==> config.mk <==
export PLATFORM = sky130hd
export DESIGN_NAME = rtks_ctrl
export DESIGN_NICKNAME = d
export VERILOG_FILES = /design/src/rtl/rtks_pkg.sv /design/src/rtl/rtks_ctrl.sv
export SDC_FILE = /design/constraint.sdc
export NUM_CORES = 1
export LEC_CHECK = 0
export BUFFER_PORTS_ARGS = -buffer_cell sky130_fd_sc_hd__buf_2
export CORE_AREA = 2 2 39 41
export DETAILED_ROUTE_END_ITERATION = 7
export DIE_AREA = 0 0 41 43
export MAX_ROUTING_LAYER = met4
export PLACE_DENSITY = 0.73
export RECOVER_POWER = 50
export SLEW_MARGIN = 15
export SYNTH_ARGS = -nofsm -noshare
export SYNTH_HDL_FRONTEND = slang
export SYNTH_SLANG_ARGS = --single-unit
==> constraint.sdc <==
create_clock -name clk_i -period 1.6 [get_ports clk_i]
set_input_delay 0 -clock clk_i [delete_from_list [all_inputs] [get_ports clk_i]]
set_output_delay 0 -clock clk_i [all_outputs]
set_load 0.05 [all_outputs]
==> src/rtl/rtks_pkg.sv <==
// Shared types and constants for the record table with key search.
// Depends on nothing; every other file of the block imports it.
`default_nettype none

package rtks_pkg;

  // Fixed field widths of one record and of the item fields.
  localparam int unsigned HEAD_W     = 8;
  localparam int unsigned TAIL_W     = 64;
  localparam int unsigned POS_W      = 7;
  localparam int unsigned ITEM_POS_W = 8;
  localparam int unsigned COMMAND_W  = 2;
  localparam int unsigned STATUS_W   = 3;

  typedef logic [POS_W-1:0]      pos_t;
  typedef logic [ITEM_POS_W-1:0] item_pos_t;

  // Command codes of an input item.
  typedef enum logic [COMMAND_W-1:0] {
    CMD_ADD    = 2'd0,
    CMD_DELETE = 2'd1,
    CMD_SEARCH = 2'd2,
    CMD_LIST   = 2'd3
  } command_e;

  // Status codes of a result item.
  typedef enum logic [STATUS_W-1:0] {
    ST_ADDED     = 3'd0,
    ST_FULL      = 3'd1,
    ST_DELETED   = 3'd2,
    ST_BAD_INDEX = 3'd3,
    ST_RECORD    = 3'd4,
    ST_NOT_FOUND = 3'd5,
    ST_EMPTY     = 3'd6
  } status_e;

  // One stored record: three strings, each split into head and tail.
  typedef struct packed {
    logic [HEAD_W-1:0] first_head;
    logic [TAIL_W-1:0] first_tail;
    logic [HEAD_W-1:0] surname_head;
    logic [TAIL_W-1:0] surname_tail;
    logic [HEAD_W-1:0] phone_head;
    logic [TAIL_W-1:0] phone_tail;
  } record_t;

  // Table read address selection.
  typedef enum logic [2:0] {
    RD_NONE  = 3'd0,
    RD_FIRST = 3'd1,
    RD_POS   = 3'd2,
    RD_NEXT  = 3'd3,
    RD_SKIP  = 3'd4
  } rd_sel_e;

  // Commands from the controller to the datapath.
  typedef struct packed {
    logic    latch;
    rd_sel_e rd_sel;
    logic    idx_clr;
    logic    idx_load_pos;
    logic    idx_inc;
    logic    add_wr;
    logic    shift_wr;
    logic    cnt_inc;
    logic    cnt_dec;
    logic    pend_push;
    logic    out_final;
    status_e fin_status;
  } dp_cmd_t;

  // Status from the datapath to the controller.
  typedef struct packed {
    command_e command;
    logic     full;
    logic     empty;
    logic     pos_bad;
    logic     pos_last;
    logic     shift_last;
    logic     scan_last;
    logic     hit;
    logic     pend_valid;
    logic     out_free;
  } dp_stat_t;

endpackage

`default_nettype wire

==> src/rtl/rtks_ctrl.sv <==
// Controller state machine of the record table: sequences decode, the
// delete shift, the search/list walk and the final result. Depends on rtks_pkg.
`default_nettype none

module rtks_ctrl (
  input  wire                  clk_i,
  input  wire                  rst_ni,
  input  wire                  in_valid_i,
  output logic                 in_ready_o,
  input  rtks_pkg::dp_stat_t   stat_i,
  output rtks_pkg::dp_cmd_t    cmd_o
);
  import rtks_pkg::*;

  typedef enum logic [2:0] {
    S_IDLE,
    S_DECODE,
    S_SHIFT,
    S_SCAN,
    S_FINISH
  } state_e;

  state_e  state_q, state_d;
  status_e fin_q, fin_d;

  // Next state, final status and datapath commands.
  always_comb begin
    state_d          = state_q;
    fin_d            = fin_q;
    cmd_o            = '0;
    cmd_o.rd_sel     = RD_NONE;
    cmd_o.fin_status = fin_q;
    in_ready_o       = 1'b0;

    unique case (state_q)
      S_IDLE: begin
        in_ready_o  = 1'b1;
        cmd_o.latch = in_valid_i;
        if (in_valid_i) begin
          state_d = S_DECODE;
        end
      end

      S_DECODE: begin
        state_d = S_FINISH;
        unique case (stat_i.command)
          CMD_ADD: begin
            if (stat_i.full) begin
              fin_d = ST_FULL;
            end else begin
              cmd_o.add_wr  = 1'b1;
              cmd_o.cnt_inc = 1'b1;
              fin_d         = ST_ADDED;
            end
          end
          CMD_DELETE: begin
            if (stat_i.pos_bad) begin
              fin_d = ST_BAD_INDEX;
            end else if (stat_i.pos_last) begin
              cmd_o.cnt_dec = 1'b1;
              fin_d         = ST_DELETED;
            end else begin
              cmd_o.idx_load_pos = 1'b1;
              cmd_o.rd_sel       = RD_POS;
              fin_d              = ST_DELETED;
              state_d            = S_SHIFT;
            end
          end
          CMD_SEARCH, CMD_LIST: begin
            fin_d = (stat_i.command == CMD_SEARCH) ? ST_NOT_FOUND : ST_EMPTY;
            if (!stat_i.empty) begin
              cmd_o.idx_clr = 1'b1;
              cmd_o.rd_sel  = RD_FIRST;
              state_d       = S_SCAN;
            end
          end
          default: begin
            fin_d = ST_EMPTY;
          end
        endcase
      end

      // Each cycle moves one entry down by one place.
      S_SHIFT: begin
        cmd_o.shift_wr = 1'b1;
        if (stat_i.shift_last) begin
          cmd_o.cnt_dec = 1'b1;
          state_d       = S_FINISH;
        end else begin
          cmd_o.rd_sel  = RD_SKIP;
          cmd_o.idx_inc = 1'b1;
        end
      end

      // Each cycle examines one entry unless a hit must wait for the output.
      S_SCAN: begin
        if (!(stat_i.hit && stat_i.pend_valid && !stat_i.out_free)) begin
          cmd_o.pend_push = stat_i.hit;
          if (stat_i.scan_last) begin
            state_d = S_FINISH;
          end else begin
            cmd_o.rd_sel  = RD_NEXT;
            cmd_o.idx_inc = 1'b1;
          end
        end
      end

      S_FINISH: begin
        if (stat_i.out_free) begin
          cmd_o.out_final = 1'b1;
          state_d         = S_IDLE;
        end
      end

      default: begin
        state_d = S_IDLE;
      end
    endcase
  end

  // State and registered final status.
  always_ff @(posedge clk_i or negedge rst_ni) begin
    if (!rst_ni) begin
      state_q <= S_IDLE;
      fin_q   <= ST_ADDED;
    end else begin
      state_q <= state_d;
      fin_q   <= fin_d;
    end
  end

endmodule

`default_nettype wire

; ---- Yosys cells after proc, flatten, opt, wreduce, memory -nomap -nowiden
; Index checks and enable logic that the tools add are counted.
[op_classes]
n_mux = 46
reduce_logical = 7
eq_ne = 12
[ops]
columns = cell, n
row1 = $mux 3, 9
row2 = $mux 1, 23
row3 = $pmux 3 s3, 2
row4 = $pmux 3 s5, 1
row5 = $mux 2, 7
row6 = $ne 2x2->1 const B, 5
row7 = $eq 3x2->1 const B, 2
row8 = $pmux 3 s2, 1
row9 = $reduce_and 5->1, 1
row10 = $eq 2x2->1 const B, 2
row11 = $pmux 1 s2, 2
row12 = $pmux 2 s2, 1
row13 = $eq 3x1->1 const B, 1
row14 = $eq 3x3->1 const B, 1
row15 = $logic_not 3->1, 1
row16 = $eq 2x1->1 const B, 1
row17 = $logic_and 1x1->1, 2
row18 = $logic_not 2->1, 1
row19 = $reduce_or 2->1, 1
row20 = $logic_not 1->1, 1
[totals]
in_bits = 14
output_inout_bits = 17
ff_bits = 6
word_cells = 67

; ---- Depth between registers and ports, before layout
[logic_depth]
depth_word = 4
depth_mapped = 5

; ---- Worst setup path after synthesis
; Ideal clock, no wire load.
[synth_path]
path_type = register -> output
from = register state_q[2]
to = output port cmd_o[8] (netlist bit)
t_required_ps = 1600
setup_slack_ps = -1397
stages_incl_launch_ff = 5
arrival_ps = 2997
cell_sequence = dfrtp_1 buf_2 nor3b_2 nor4b_1 buf_4
[synth_rtl]
columns = element, line_no
row1 = from (decl), rtks_ctrl.sv:23  ; state_e state_q, state_d;
row2 = from (signal assigned), rtks_ctrl.sv:127  ; state_q <= state_d;
row3 = to (decl), rtks_ctrl.sv:11  ; output rtks_pkg::dp_cmd_t cmd_o

==> flow_summary.json <==
{
  "fp.dieArea_um2": 1763,
  "power_density_nw_per_um2": 1875,
  "path_cells": "buf_4, nand2b_1, nor2_2, a32o_2, clkbuf_4",
  "final_max_slew_viol_count": 0,
  "max_clock_freq_mhz": 647.0,
  "min_period_ns": 1.546,
  "drcViolationCount": 0,
  "final_cell_mix": "19 x buf_2, 9 x clkbuf_4, 5 x dfrtp_1, 5 x clkbuf_1, 4 x nor3_1",
  "core_region_area_um2": 1384,
  "ys_top_cells_by_area": "dfrtp_1 29%, nor3_1 5.7%, mux2_2 4.3%, nand3b_1 4.3%, buf_2 3.8%",
  "grt_pass1_vias": 548,
  "post-cts-setup-buffers": 0,
  "fin_hold_ws_ns": 0.02019,
  "cts_tree": "yes",
  "antenna_left": 0,
  "status": "finished clean",
  "vias": 598,
  "avgSynthCellArea_um2": 8.302,
  "drv_cap": 0,
  "fin_tns_setup_ns": 0,
  "cts_root_buf": "clkbuf_4",
  "ys_warn_count": 0,
  "synth_top_area_share_pct": 28.71,
  "path_class": "reg -> out",
  "path_clk_slew_ns": 0.04,
  "totalWireLength_um": 1363,
  "ios": 31,
  "grtUsageTotal_pct": 19.38,
  "power_mw": 1.452,
  "cp_top_family": "flip-flops",
  "slowest_delay_ns": 0.42,
  "dieWidth_um": 41,
  "port_buffers": 30,
  "cp-start-kind": "flip-flop",
  "synth_cells": 63,
  "drtIter0Drc": 7,
  "critical_path.max_fanout": 11,
  "cp_data_arrival_time_ns": 1.55,
  "grt_pass1_wl_um": 2173,
  "ys_seq_area_share_pct": 28.71,
  "rows": 14,
  "finalCritPeriodShare_pct": 96.60,
  "path_buf_inv": 2,
  "cts_buffers": 3,
  "htreeDepth": 1,
  "start_util_pct": 37.79,
  "wl_per_cell_um": 12.17,
  "skew_ns": 0.002511,
  "crit_slowest_cell": "dfrtp_1",
  "hold_violations": 0,
  "peakVddDrop_uv": 687.2,
  "antenna_found_initial": 0,
  "synth_edf_count": 0,
  "place.gp.congestion": 0.8809,
  "utilization_pct": 55.97,
  "overflow": 0,
  "yosysTopAreaCell": "dfrtp_1",
  "grt_max_degree": 12,
  "hold_start": "stat_i[0]",
  "drt_first_pass_iters": 6,
  "vias_per_cell": 5.339,
  "met2_length_um": 662,
  "layout_commonest_cell": "buf_2",
  "ys_seq_elements": 6,
  "finalSetupViolCount": 0,
  "layout.nets": 112,
  "fillCellCount": 142,
  "post-place-ws_ns": 0.2586,
  "met3WireLength_um": 75,
  "n_antenna_cell": 0,
  "syn_nets": 77,
  "top_layer": "met4",
  "die_h_um": 43,
  "synth_ff_type": "dfrtp_1",
  "relSlewSlack_pct": 59.85,
  "setup_slack_ns": 0.05435,
  "synth_area_um2": 523.0,
  "startpoint": "state_q[1]",
  "end_kind": "primary output",
  "async_reset_ff_share_pct": 100.0,
  "cts_buffer_depth": 2,
  "clk_latency_ns": 0.25,
  "rsz0062_at_grt": "true",
  "crit_required_ns": 1.60,
  "regToRegStartpoint": "state_q[0]",
  "area_growth_pct": 48.09,
  "cts.sink_count": 6,
  "hpwlAfterDp_um": 1050,
  "yosysUniqueCellTypes": 35,
  "p_leak_nw": 0.3673,
  "drive_above_1_share_pct": 44.79,
  "holdCritPathClass": "in -> reg",
  "worst_slew_pin_slew_ns": 0.6048,
  "met1_length_um": 584
}
worst reg2reg max path, delay by kind of cell, from the launching register on:
family          cells  cell delay [ns]
compound gates      2             0.43
buf+inv             1             0.27
mux                 1             0.12
flops               1             0.38
synthesized netlist by cell type, types with 2 or more instances:
cell	count
nor3_1	6
nand2b_1	3
nand2_1	3
mux2_2	2
buf_2	4
nor2_1	3
nor2b_1	3
a21oi_1	2
o21ai_0	2
inv_1	3
dfrtp_1	6
nand3b_1	3
path summary, 6_finish.rpt:
path | endpoint | slack, ns | depth (start not counted)
hold reg to reg | fin_q[1] | 0.51 | 1
max in group asynchronous | state_q[2] | 1.21 | 2
setup / recovery | cmd_o[5] | 0.05 | 5
hold / removal | state_q[2] | 0.02 | 2
min in group asynchronous | state_q[1] | 0.15 | 2
setup reg to reg | state_q[2] | 0.31 | 4
cell families (layout without fill, tap and decap cells):
| group | after synthesis | in the layout | share of synthesized area, % |
|---|---|---|---|
| compound gates | 14 | 14 | 19.14 |
| buf+inv | 8 | 41 | 7.417 |
| flops | 6 | 6 | 28.71 |
| mux | 3 | 3 | 6.220 |
| simple gates | 32 | 32 | 38.52 |
cell type report:
class | instances | area (um2) | area share (%)
inverter | 3 | 11.26 | 1.454
timing repair buffer | 35 | 202.7 | 26.17
clock buffer | 3 | 22.52 | 2.908
sequential | 6 | 151.4 | 19.55
multi-input combinational | 49 | 366.6 | 47.33
tap | 16 | 20.02 | 2.585
where the power goes:
group | internal (mW) | switching, mW
combinational | 0.333 | 0.687
clock | 0.0847 | 0.0535
sequential | 0.226 | 0.0680
total | 0.644 | 0.808
flip-flops by register name, summed over array words and instances (netlist names):
| signal | count |
|---|---|
| fin_q | 3 |
| state_q | 3 |
metrics by stage:
step / instance area [um2] / cells
2_1_floorplan: 555.5 / 63
6_report: 774.5 / 112
3_3_place_gp: 728.2 / 108
5_1_grt: 774.5 / 112
3_5_place_dp: 728.2 / 108
4_1_cts: 763.2 / 112
routing by layer:
layer  vias up  global-route usage, %
li1        299                      -
met4         0                  14.67
met3         5                  3.141
met5         -                      -
met2        18                  27.50
met1       276                  23.36
what timing repair did:
action                     4_1_cts  5_1_grt
gates resized for setup          1        8
hold endpoints to repair         6        0
setup endpoints to repair        1        7
hold buffers                     1        0
(Power assumes the default switching activity.)
